`src/hw/rtl/jhuf_pkg.sv`:
```
// Shared types and constants for the JPEG Huffman table loader and decoder.
package jhuf_pkg;
    localparam int MAX_CODE_LEN      = 16;
    localparam int TABLES_PER_CLASS  = 4;
    localparam int SYMBOLS_PER_TABLE = 256;

    typedef enum logic [1:0] {
        PH_HEADER  = 2'd0,
        PH_COUNTS  = 2'd1,
        PH_SYMBOLS = 2'd2,
        PH_SKIP    = 2'd3
    } t_phase;

    typedef struct packed {
        logic seg_load;
        logic dec_load;
        logic scan_step;
        logic sym_read;
        logic finish;
    } t_cmd;

    typedef struct packed {
        logic scan_done;
    } t_status;
endpackage

```
`src/hw/rtl/jhuf_ctrl.sv`:
```
// Controller state machine sequencing segment parsing and decode requests.
module jhuf_ctrl (
    input  logic            i_clk,
    input  logic            i_rst_n,
    input  logic            i_start,
    input  logic            i_req_type,
    input  jhuf_pkg::t_status i_status,
    output jhuf_pkg::t_cmd  o_cmd,
    output logic            o_busy
);
    import jhuf_pkg::*;

    typedef enum logic [3:0] {
        ST_IDLE = 4'b0001,
        ST_SCAN = 4'b0010,
        ST_READ = 4'b0100,
        ST_OUT  = 4'b1000
    } t_state;

    t_state r_state, n_state;

    always_comb begin
        n_state = r_state;
        o_cmd   = '0;
        case (r_state)
            ST_IDLE: begin
                if (i_start) begin
                    if (i_req_type) begin
                        o_cmd.dec_load = 1'b1;
                        n_state = ST_SCAN;
                    end else begin
                        o_cmd.seg_load = 1'b1;
                    end
                end
            end
            ST_SCAN: begin
                o_cmd.scan_step = 1'b1;
                if (i_status.scan_done) n_state = ST_READ;
            end
            ST_READ: begin
                o_cmd.sym_read = 1'b1;
                n_state = ST_OUT;
            end
            ST_OUT: begin
                o_cmd.finish = 1'b1;
                n_state = ST_IDLE;
            end
            default: n_state = ST_IDLE;
        endcase
    end

    always_ff @(posedge i_clk) begin
        if (!i_rst_n) r_state <= ST_IDLE;
        else r_state <= n_state;
    end

    assign o_busy = (r_state != ST_IDLE);
endmodule

```
`config.mk`:
```
export PLATFORM = sky130hd
export DESIGN_NAME = jhuf_ctrl
export DESIGN_NICKNAME = d
export VERILOG_FILES = /design/src/hw/rtl/jhuf_pkg.sv /design/src/hw/rtl/jhuf_ctrl.sv
export SDC_FILE = /design/constraint.sdc
export NUM_CORES = 1
export LEC_CHECK = 0
export BUFFER_PORTS_ARGS = -buffer_cell sky130_fd_sc_hd__buf_2
export CAP_MARGIN = 20
export CORE_AREA = 2 2 39 41
export CTS_BUF_LIST = sky130_fd_sc_hd__clkbuf_4 sky130_fd_sc_hd__clkbuf_8 sky130_fd_sc_hd__clkbuf_16
export DETAILED_ROUTE_END_ITERATION = 16
export DIE_AREA = 0 0 41 43
export HOLD_SLACK_MARGIN = 0.12
export PLACE_DENSITY = 0.43
export SYNTH_ARGS = -nofsm -noshare
export SYNTH_HDL_FRONTEND = slang
export SYNTH_SLANG_ARGS = --single-unit
```
`constraint.sdc`:
```
create_clock -name i_clk -period 1.51 [get_ports i_clk]
set_input_delay 0.0755 -clock i_clk [delete_from_list [all_inputs] [get_ports i_clk]]
set_output_delay 0.0755 -clock i_clk [all_outputs]
set_load 0.02 [all_outputs]
```
==> results of run 1 <==
## routing by layer
metal	vias up	GRT usage (%)	part of all wire (%)	routed length [um]
li1	99	-	-	-
met1	95	7.77	48	212
met2	11	8.75	42	183
met3	0	3.14	9.6	42
met4	0	4.00	0	0
met5	-	0	0	0
## cells by family (layout without fill, tap and decap cells)
logic type | Yosys count | after routing
AO/OA/AOI/OAI | 3 | 3
buffers and inverters | 2 | 16
flip-flops | 4 | 4
AND/OR/NAND/NOR | 10 | 10
## cell usage in the layout, fill, tap and decap left out
| cell | instances |
|---|---|
| nor4b_4 | 2 |
| o21a_1 | 1 |
| and3_1 | 1 |
| nor2b_1 | 1 |
| nand2_1 | 1 |
| dfxtp_1 | 1 |
| nor4b_1 | 1 |
| nor2_2 | 1 |
| o31ai_1 | 1 |
| dfxtp_2 | 3 |
| dlygate4sd3_1 | 2 |
| a21boi_1 | 1 |
| buf_4 | 1 |
| buf_2 | 9 |
| clkbuf_4 | 3 |
| inv_2 | 1 |
| nor4b_2 | 1 |
| nor3b_2 | 1 |
| and2_1 | 1 |
## power breakdown
part | internal, mW | total, mW | switching [mW]
logic | 0.0277 | 0.0557 | 0.0280
clock network | 0.0885 | 0.126 | 0.0379
registers | 0.111 | 0.118 | 0.00654
## worst max-delay path: stages (launching register included)
cell and delay [ns]:
dfxtp_2 0.34, nor4b_4 0.34, inv_2 0.09, nor3b_2 0.16, buf_4 0.16
## worst max path at each step
stage	from	endpoint	slack (ns)	cells after the start
2_1_floorplan	r_state[0]	o_cmd[4]	0.09	3
3_3_place_gp	r_state[3]	o_cmd[4]	0.30	4
3_5_place_dp	r_state[0]	o_cmd[4]	0.26	4
4_1_cts	r_state[0]	o_cmd[4]	0.0008	4
5_1_grt	r_state[1]	o_cmd[4]	0.02	4
6_report	r_state[1]	o_cmd[4]	0.10	4
## cell type report
class	instances	area share [%]
repair buffers	12	21.5
flip-flops and latches	4	24.8
inverters	1	1.11
multi-input cells	13	40.0
well taps	16	5.93
clock buffers	3	6.67
## per-stage QoR
step	area, sq um	total power [mW]	setup slack, ns	util [%]
finish	338	0.300	0.104	24.4
global route	338	0.315	0.0211	24.4
CTS	327	0.305	0.000829	23.6
detailed placement	284	0.168	0.260	20.5
global placement	284	0.167	0.301	20.5
floorplan	221	0.151	0.0940	-
## what timing repair did
item / 4_1_cts / 5_1_grt
endpoints found under the hold margin: 3 / 0
endpoints found under the setup margin: 0 / 2
hold buffers: 2 / 0
buffers inserted: 0 / 0
gates resized for setup: 0 / 5
==> key figures, run 1 <==
Synthesis
  • Post-synth top flop: dfxtp_1
  • Top cells by count, synth: dfxtp_1 (4), nor4b_4 (2)
  • Synth Register Bits: 4
  • Distinct cells, synth: 15
  • Dominant cell type by area after synthesis: dfxtp_1
  • Post-synthesis net count: 24
  • Post-synthesis mux area share: 0%
  • Synth Area in Compound Gates: 10.2%
  • Most frequent cell after synthesis: dfxtp_1
  • Share of flip-flops with an asynchronous set or reset: 0%
  • Synth top area share: 36.2%
  • Register area share after synthesis: 36.2%
  • Post-synth EDFFs: 0
  • Synth warn: 0
  • Simple-gate portion of the synthesized area: 48.6%
  • Top cells by area, synth: dfxtp_1 (36%), nor4b_4 (21%), nor4b_2 (6.8%)
  • Largest family of logic cells by synthesized area: simple AND/OR/NAND/NOR gates
  • Post-Synth Adder-Cell Area: 0%
  • Syn Inst Count: 19
  • Mapped Avg Cell Area: 11.7 sq um
  • Mapped Area: 221 sq um
  • Post-Synth XOR/XNOR Area: 0%

Drt
  • Routed WL: 438 um
  • Initial DRC Count: 2
  • Number of remaining DRC errors: 0
  • Via count: 205
  • Remaining antenna violation count: 0
  • DRT Pass-1 Iters: 2
  • Wirelength per Cell: 8.94 um
  • Routed vias/inst: 4.18

Timing
  • Skew final: 0.00252 ns
  • Final setup vio count: 0
  • Slew Limit Fails: 0
  • WHS: 0.206 ns
  • Clock period minus worst slack: 1.41 ns
  • F_max: 0.711 GHz
  • Headroom to the max-slew limit: 78.9%
  • Unrepaired setup endpoints after global routing: false
  • Hold Vio Cnt, Final: 0
  • Ratio of final minimum period to clock period: 93.1%
  • Tightest Pin Transition: 0.315 ns
  • Setup TNS: 0 ns

Layout
  • Nets: 40
  • Top flop regs: r_state x4
  • Ratio of cells with drive above 1 in the final layout: 66.7%
  • Final cell count without fillers: 49
  • Max reg flops: 4
  • Fill cell count: 150
  • Syn-to-layout area delta: 52.5%
  • Top reg by flops: r_state
  • Antenna cells: 0
  • Area of the multi-input gates: 135 sq um
  • Register Area: 83.8 sq um

Critical path
  • CP max FO: 4
  • R2r startpoint: r_state[1]
  • Worst setup SP type: flop
  • R2R setup slack: 0.38 ns
  • R2r worst-path depth: 3
  • Worst EP arrival: 1.33 ns
  • CP endpoint kind: output port
  • WP data required: 1.43 ns
  • Worst r2r dst: r_state[2]
  • WS Path Type: flop to output port

Min path
  • Hold/Removal Path Class: primary input to flop
  • Hold depth: 4
  • Worst Hold End: r_state[0]
  • Hold path startpoint: i_start

Floorplan
  • Core Region: 0.00138 sq mm
  • Die Area: 0.00176 sq mm
  • Die height: 43 um
  • Top Ports: 11
  • Initial Util: 16.0%
  • Row Count: 14
  • Die X: 41 um

GRT
  • Vias in the first global route: 219
  • Total GRT Usage: 6.44%
  • Pin count of the biggest net entering global routing: 5
  • Initial antenna violation count: 0
  • First-pass GRT wire length: 759 um
  • Gr ovfl total: 0

Place
  • I/O Buffers: 10
  • Post-DP HPWL: 352 um
  • Placer Congestion: 0.612
  • Cells after DPL: 44

CTS
  • TritonCTS clock tree: built
  • Clock transition at path regs: 0.04 ns
  • Clock sink count: 4
  • Worst-Skew Late Latency: 0.23 ns
  • Root Driver: clkbuf_4
  • H-tree Lvls: 1
  • Total CTS buffers: 3
  • Longest Clk Path Bufs: 2

Power and ir drop
  • VDD IR-drop max: 0.000299 V
  • Leak: 0.155 nW
  • Power Density: 888 mW/mm^2

Run status
  • Outcome: finished, final reports clean

Flow run
  • Max cap viols: 0
No activity file was read; power rests on OpenSTA's default activity.
==> run 2, diff against run 1 <==
==> constraint.sdc (replaced) <==
create_clock -name i_clk -period 1.51 [get_ports i_clk]
set_input_delay 0.3775 -clock i_clk [delete_from_list [all_inputs] [get_ports i_clk]]
set_output_delay 0.3775 -clock i_clk [all_outputs]
set_load 0.02 [all_outputs]
==> run 2 against run 1 <==
Compared with the run above: critical path depth unchanged; the flow now finishes with violations (negative setup slack); largest power group unchanged; combinational power increased by 55%; power increased by 11%; clock power increased by 5%.
==> key figures, run 2 (synthesis results as in run 1) <==
Layout
  • Antenna cells: 0 (unchanged)
  • Most frequent cells in the layout: buf_4 (12), nor4b_4 (4), buf_2 (4), dfxtp_2 (4)
  • Top reg by flops: r_state
  • Ratio of cells with drive above 1 in the final layout: 82.5% (+16 points)
  • Most common cell after layout, fill and taps aside: buf_4
  • Utilization after layout: 31.4% (+7.0 points)
  • Top flop regs: r_state x4
  • Fill cell count: 150 (unchanged)
  • Final cell count without fillers: 56 (+14%)
  • Syn-to-layout area delta: 96.0%
  • Max reg flops: 4 (unchanged)
  • Nets: 47 (+18%)

CTS
  • Longest Clk Path Bufs: 2 (unchanged)
  • Total CTS buffers: 3 (unchanged)
  • Root Driver: clkbuf_4
  • Clock sink count: 4 (unchanged)
  • Worst-Skew Late Latency: 0.23 ns (about the same)
  • TritonCTS clock tree: built
  • H-tree Lvls: 1 (unchanged)
  • Clock transition at path regs: 0.04 ns (about the same)

Critical path
  • WP data required: 1.13 ns (-0.30 ns)
  • Buf/Inv on CP: 2 (unchanged)
  • Worst path slowest cell: dfxtp_2
  • R2r startpoint: r_state[0]
  • CP endpoint kind: output port
  • R2R setup slack: 0.26 ns (-0.12 ns)
  • Worst path top cell family by delay: simple AND/OR/NAND/NOR gates
  • CP max FO: 3 (-1)
  • CP cell instances: nor4b_4 > inv_2 > nor3b_2 > buf_4
  • Worst setup SP type: flop
  • R2r worst-path depth: 6 (+3)
  • WS Path Type: flop to output port
  • CP max stage delay: 0.32 ns (-0.02 ns)
  • Worst r2r dst: r_state[1]
  • Worst EP arrival: 1.30 ns (-0.03 ns)

GRT
  • Gr ovfl total: 0 (unchanged)
  • Pin count of the biggest net entering global routing: 5 (unchanged)
  • Initial antenna violation count: 0 (unchanged)
  • Vias in the first global route: 261 (+19%)
  • Total GRT Usage: 10.0% (+3.6 points)
  • First-pass GRT wire length: 1.08 mm (+42%)

Drt
  • Routed vias/inst: 4.02 (-4.0%)
  • Routed WL: 639 um (+46%)
  • Number of remaining DRC errors: 0 (unchanged)
  • Wirelength per Cell: 11.4 um (+28%)
  • Via count: 225 (+9.8%)
  • Initial DRC Count: 2 (unchanged)
  • Remaining antenna violation count: 0 (unchanged)
  • DRT Pass-1 Iters: 2 (unchanged)

Power and ir drop
  • Sw frac: 26.2% (+2.1 points)
  • Clock power share: 39.7% (-2.4 points)
  • Sequential Power Share: 34.5% (-4.8 points)
  • Power share of the combinational group: 25.8% (+7.3 points)
  • Overall power: 334 uW (+11%)
  • VDD IR-drop max: 0.000326 V (+8.9%)
  • Power Density: 768 mW/mm^2 (-13%)
  • Internal power: 246 uW (+8.1%)
  • Leak: 0.198 nW (+28%)
  • Switching pwr: 87.5 uW (+21%)

Run status
  • Outcome: finished, violations left
  • Failing checks: negative setup slack

Timing
  • Clock period minus worst slack: 1.67 ns (+0.267 ns)
  • Unrepaired setup endpoints after global routing: true
  • Ratio of final minimum period to clock period: 111% (+18 points)
  • Final setup vio count: 5 (+5)
  • Tightest Pin Transition: 0.253 ns (-0.0624 ns)
  • Hold Vio Cnt, Final: 0 (unchanged)
  • Headroom to the max-slew limit: 83.1% (+4.1 points)
  • Setup TNS: -0.422 ns (-0.422 ns)
  • Skew final: 0.00279 ns (+0.000278 ns)
  • F_max: 0.598 GHz (-16%)
  • Final worst slack: -0.163 ns (-0.267 ns)
  • Slew Limit Fails: 0 (unchanged)

Min path
  • Hold/Removal Path Class: primary input to flop
  • Hold depth: 2 (-2)
  • Worst Hold End: r_state[3]
  • Hold path startpoint: i_rst_n

Floorplan
  • Die height: 43 um (unchanged)
  • Initial Util: 16.0% (unchanged)
  • Core Region: 0.00138 sq mm (unchanged)
  • Die Area: 0.00176 sq mm (unchanged)
  • Top Ports: 11 (unchanged)
  • Row Count: 14 (unchanged)
  • Die X: 41 um (unchanged)

Place
  • Placer Congestion: 0.641 (+4.6%)
  • Post-DP HPWL: 451 um (+28%)
  • Cells after DPL: 49 (+11%)
  • I/O Buffers: 10 (unchanged)

Flow run
  • Max cap viols: 0 (unchanged)
-- run 2: how the worst max path moves through the flow --
stage               depth (start not counted)        from  endpoint
floorplan                                   3  r_state[0]  o_cmd[4]
global placement                            4  r_state[1]  o_cmd[4]
detailed placement                          4  r_state[2]  o_cmd[4]
CTS                                         4  r_state[3]  o_cmd[4]
global route                                4  r_state[3]  o_cmd[4]
finish                                      4  r_state[3]  o_cmd[4]
-- run 2: power by group through the flow --
stage	Combinational, mW	Sequential, mW	Clock, mW
after floorplan	0.0345	0.119	0
after global placement	0.0602	0.115	0
after detailed placement	0.0624	0.115	0
after CTS	0.0862	0.115	0.142
after global routing	0.0915	0.115	0.147
final	0.0862	0.115	0.132
-- run 2: cell type report --
cell class / count / area (sq um) / area share (%)
inverter: 1 / 3.75 / 0.865
multi-input combinational: 13 / 159 / 36.6
tap: 16 / 20.0 / 4.61
timing repair buffer: 19 / 144 / 33.1
clock buffer: 3 / 22.5 / 5.19
sequential: 4 / 85.1 / 19.6
-- run 2: metrics by stage --
step | area (sq um) | hold WS (ns) | setup slack, ns
floorplan | 233 | 0.495 | -0.0330
global placement | 333 | 0.605 | 0.0612
detailed placement | 333 | 0.623 | -0.00153
CTS | 445 | 0.375 | -0.199
global route | 434 | 0.387 | -0.225
finish | 434 | 0.383 | -0.163
-- run 2: per-layer routing --
metal	GRT usage (%)	part of all wire, %
met2	15.6	58
met3	5.24	9.4
met5	0	0
met1	8.01	32
met4	10.0	0
-- run 2: timing repair --
action / CTS / global route
endpoints found under the hold margin: 0 / 0
setup endpoints to repair: 6 / 6
setup buffers: 5 / 0
hold buffers: 0 / 0
resized for setup: 16 / 0
pin swaps: 3 / 2
==> run 3, diff against run 2 <==
- clock period: 1.51 -> 1.8 ns (I/O delays scaled with it)
==> run 3 against run 2 <==
Compared with the run above: the run now ends clean; cell area fell by 22%; first-iteration DRC count down 50%; non-clock buffer count is 7 lower; largest cell class unchanged.
==> key figures, run 3 (synthesis results as in run 1) <==
Drt
  • Routed vias/inst: 4.16 (+3.6%)
  • Via count: 204 (-9.3%)
  • Number of remaining DRC errors: 0 (unchanged)
  • M1 wire length: 238 um (+16%)
  • Wirelength per Cell: 10.0 um (-12%)
  • Routed WL: 492 um (-23%)
  • Metal2 WL: 197 um (-47%)
  • DRT Pass-1 Iters: 4 (+2)
  • Met3 wire length: 55 um (-8.3%)
  • Remaining antenna violation count: 0 (unchanged)
  • Top Metal Used: met3
  • Initial DRC Count: 1 (-1)

CTS
  • H-tree Lvls: 1 (unchanged)
  • Total CTS buffers: 3 (unchanged)
  • TritonCTS clock tree: built
  • Worst-Skew Late Latency: 0.23 ns (about the same)
  • Clock transition at path regs: 0.04 ns (about the same)
  • Root Driver: clkbuf_4
  • Longest Clk Path Bufs: 2 (unchanged)
  • Clock sink count: 4 (unchanged)
  • Hold Buf Count CTS: 0 (unchanged)

GRT
  • Pin count of the biggest net entering global routing: 5 (unchanged)
  • First-pass GRT wire length: 821 um (-24%)
  • Vias in the first global route: 205 (-21%)
  • Total GRT Usage: 7.34% (-2.7 points)
  • Gr ovfl total: 0 (unchanged)
  • Initial antenna violation count: 0 (unchanged)

Floorplan
  • Die height: 43 um (unchanged)
  • Core Region: 0.00138 sq mm (unchanged)
  • Die Area: 0.00176 sq mm (unchanged)
  • Die X: 41 um (unchanged)
  • Row Count: 14 (unchanged)
  • Top Ports: 11 (unchanged)
  • Initial Util: 16.0% (unchanged)

Timing
  • Slew Limit Fails: 0 (unchanged)
  • F_max: 0.561 GHz
  • Hold Vio Cnt, Final: 0 (unchanged)
  • Clock period minus worst slack: 1.78 ns
  • Headroom to the max-slew limit: 76.6% (-6.4 points)
  • WHS: 0.445 ns (+0.0623 ns)
  • Ratio of final minimum period to clock period: 99.1%
  • Final worst slack: 0.0168 ns (+0.180 ns)
  • Final setup vio count: 0 (-5)
  • Tightest Pin Transition: 0.350 ns (+0.0967 ns)
  • Skew final: 0.00349 ns (+0.000695 ns)
  • Unrepaired setup endpoints after global routing: true
  • Setup TNS: 0 ns (+0.422 ns)

Layout
  • Top flop regs: r_state x4
  • Syn-to-layout area delta: 52.0%
  • Ratio of cells with drive above 1 in the final layout: 75.8% (-6.7 points)
  • Antenna cells: 0 (unchanged)
  • Most common cell after layout, fill and taps aside: buf_2
  • Nets: 40 (-15%)
  • Top reg by flops: r_state
  • Max reg flops: 4 (unchanged)
  • Most frequent cells in the layout: buf_2 (8), buf_4 (4), dfxtp_2 (4)

Power and ir drop
  • Leak: 0.157 nW (-21%)
  • Overall power: 262 uW (-21%)
  • VDD IR-drop max: 0.000215 V (-34%)
  • Power Density: 780 mW/mm^2 (+1.4%)

Run status
  • Outcome: finished, final reports clean

Place
  • Placer Congestion: 0.647 (+1.0%)
  • Post-DP HPWL: 352 um (-22%)
  • I/O Buffers: 10 (unchanged)
  • Dpl ws: 0.185 ns (+0.187 ns)

Critical path
  • Worst setup SP type: flop
  • Worst path slowest cell: dfxtp_2
  • Worst path top cell family by delay: simple AND/OR/NAND/NOR gates
  • Worst EP arrival: 1.33 ns (+0.03 ns)
  • Buf/Inv on CP: 2 (unchanged)
  • CP max FO: 4 (+1)
  • CP max stage delay: 0.35 ns (+0.03 ns)
  • CP cell instances: nor4b_4 > inv_2 > nor3b_2 > buf_4
  • CP endpoint kind: output port
  • WS Path Type: flop to output port
  • WP data required: 1.35 ns (+0.22 ns)

Min path
  • Hold/Removal Path Class: primary input to flop

Flow run
  • Max cap viols: 0 (unchanged)
==> run 3: cell count changes in the layout (fill, tap and decap cells not counted) <==
cell	before	now
buf_6	3	0
nor4b_4	4	2
nor4b_1	0	1
nor4b_2	0	1
buf_4	12	4
buf_2	4	8
==> run 3: what timing repair did <==
item,in CTS,in global routing
buffers inserted,1,1
gates resized for setup,4,3
pin swaps,1,1
hold endpoints to repair,0,0
endpoints found under the setup margin,2,2
==> run 3: worst paths after layout <==
check,slack [ns],depth (start not counted),end,start
setup / recovery,0.02,4,o_cmd[4],r_state[3]
setup reg to reg,0.49,5,r_state[2],r_state[3]
hold reg to reg,0.64,2,r_state[2],r_state[0]
hold / removal,0.44,2,r_state[3],i_rst_n
==> run 3: cell type report <==
cell class                      count  area [sq um]
Timing Repair Buffer               12          70.1
Fill cell                         149          1050
Inverter                            1          3.75
Multi-Input combinational cell     13           135
Sequential cell                     4          85.1
Clock buffer                        3          22.5
Tap cell                           16          20.0
==> run 3: routing by layer <==
| layer | track usage [%] | vias to the layer above |
|---|---|---|
| met5 | 0 | - |
| met4 | 8.00 | 0 |
| met3 | 3.14 | 0 |
| met2 | 8.75 | 13 |
| met1 | 8.74 | 92 |
| li1 | - | 99 |
==> run 3: power by group <==
group	internal, mW	total, mW	switching, mW
Combinational	0.0273	0.0527	0.0254
Clock	0.0745	0.110	0.0359
Sequential	0.0934	0.0992	0.00583
==> run 3: through the flow <==
stage | util, % | area [sq um] | std cells
after floorplan | - | 221 | 19
after global placement | 20.5 | 284 | 44
after detailed placement | 20.5 | 284 | 44
after CTS | 23.3 | 323 | 48
after global routing | 24.3 | 337 | 49
final | 24.3 | 337 | 49
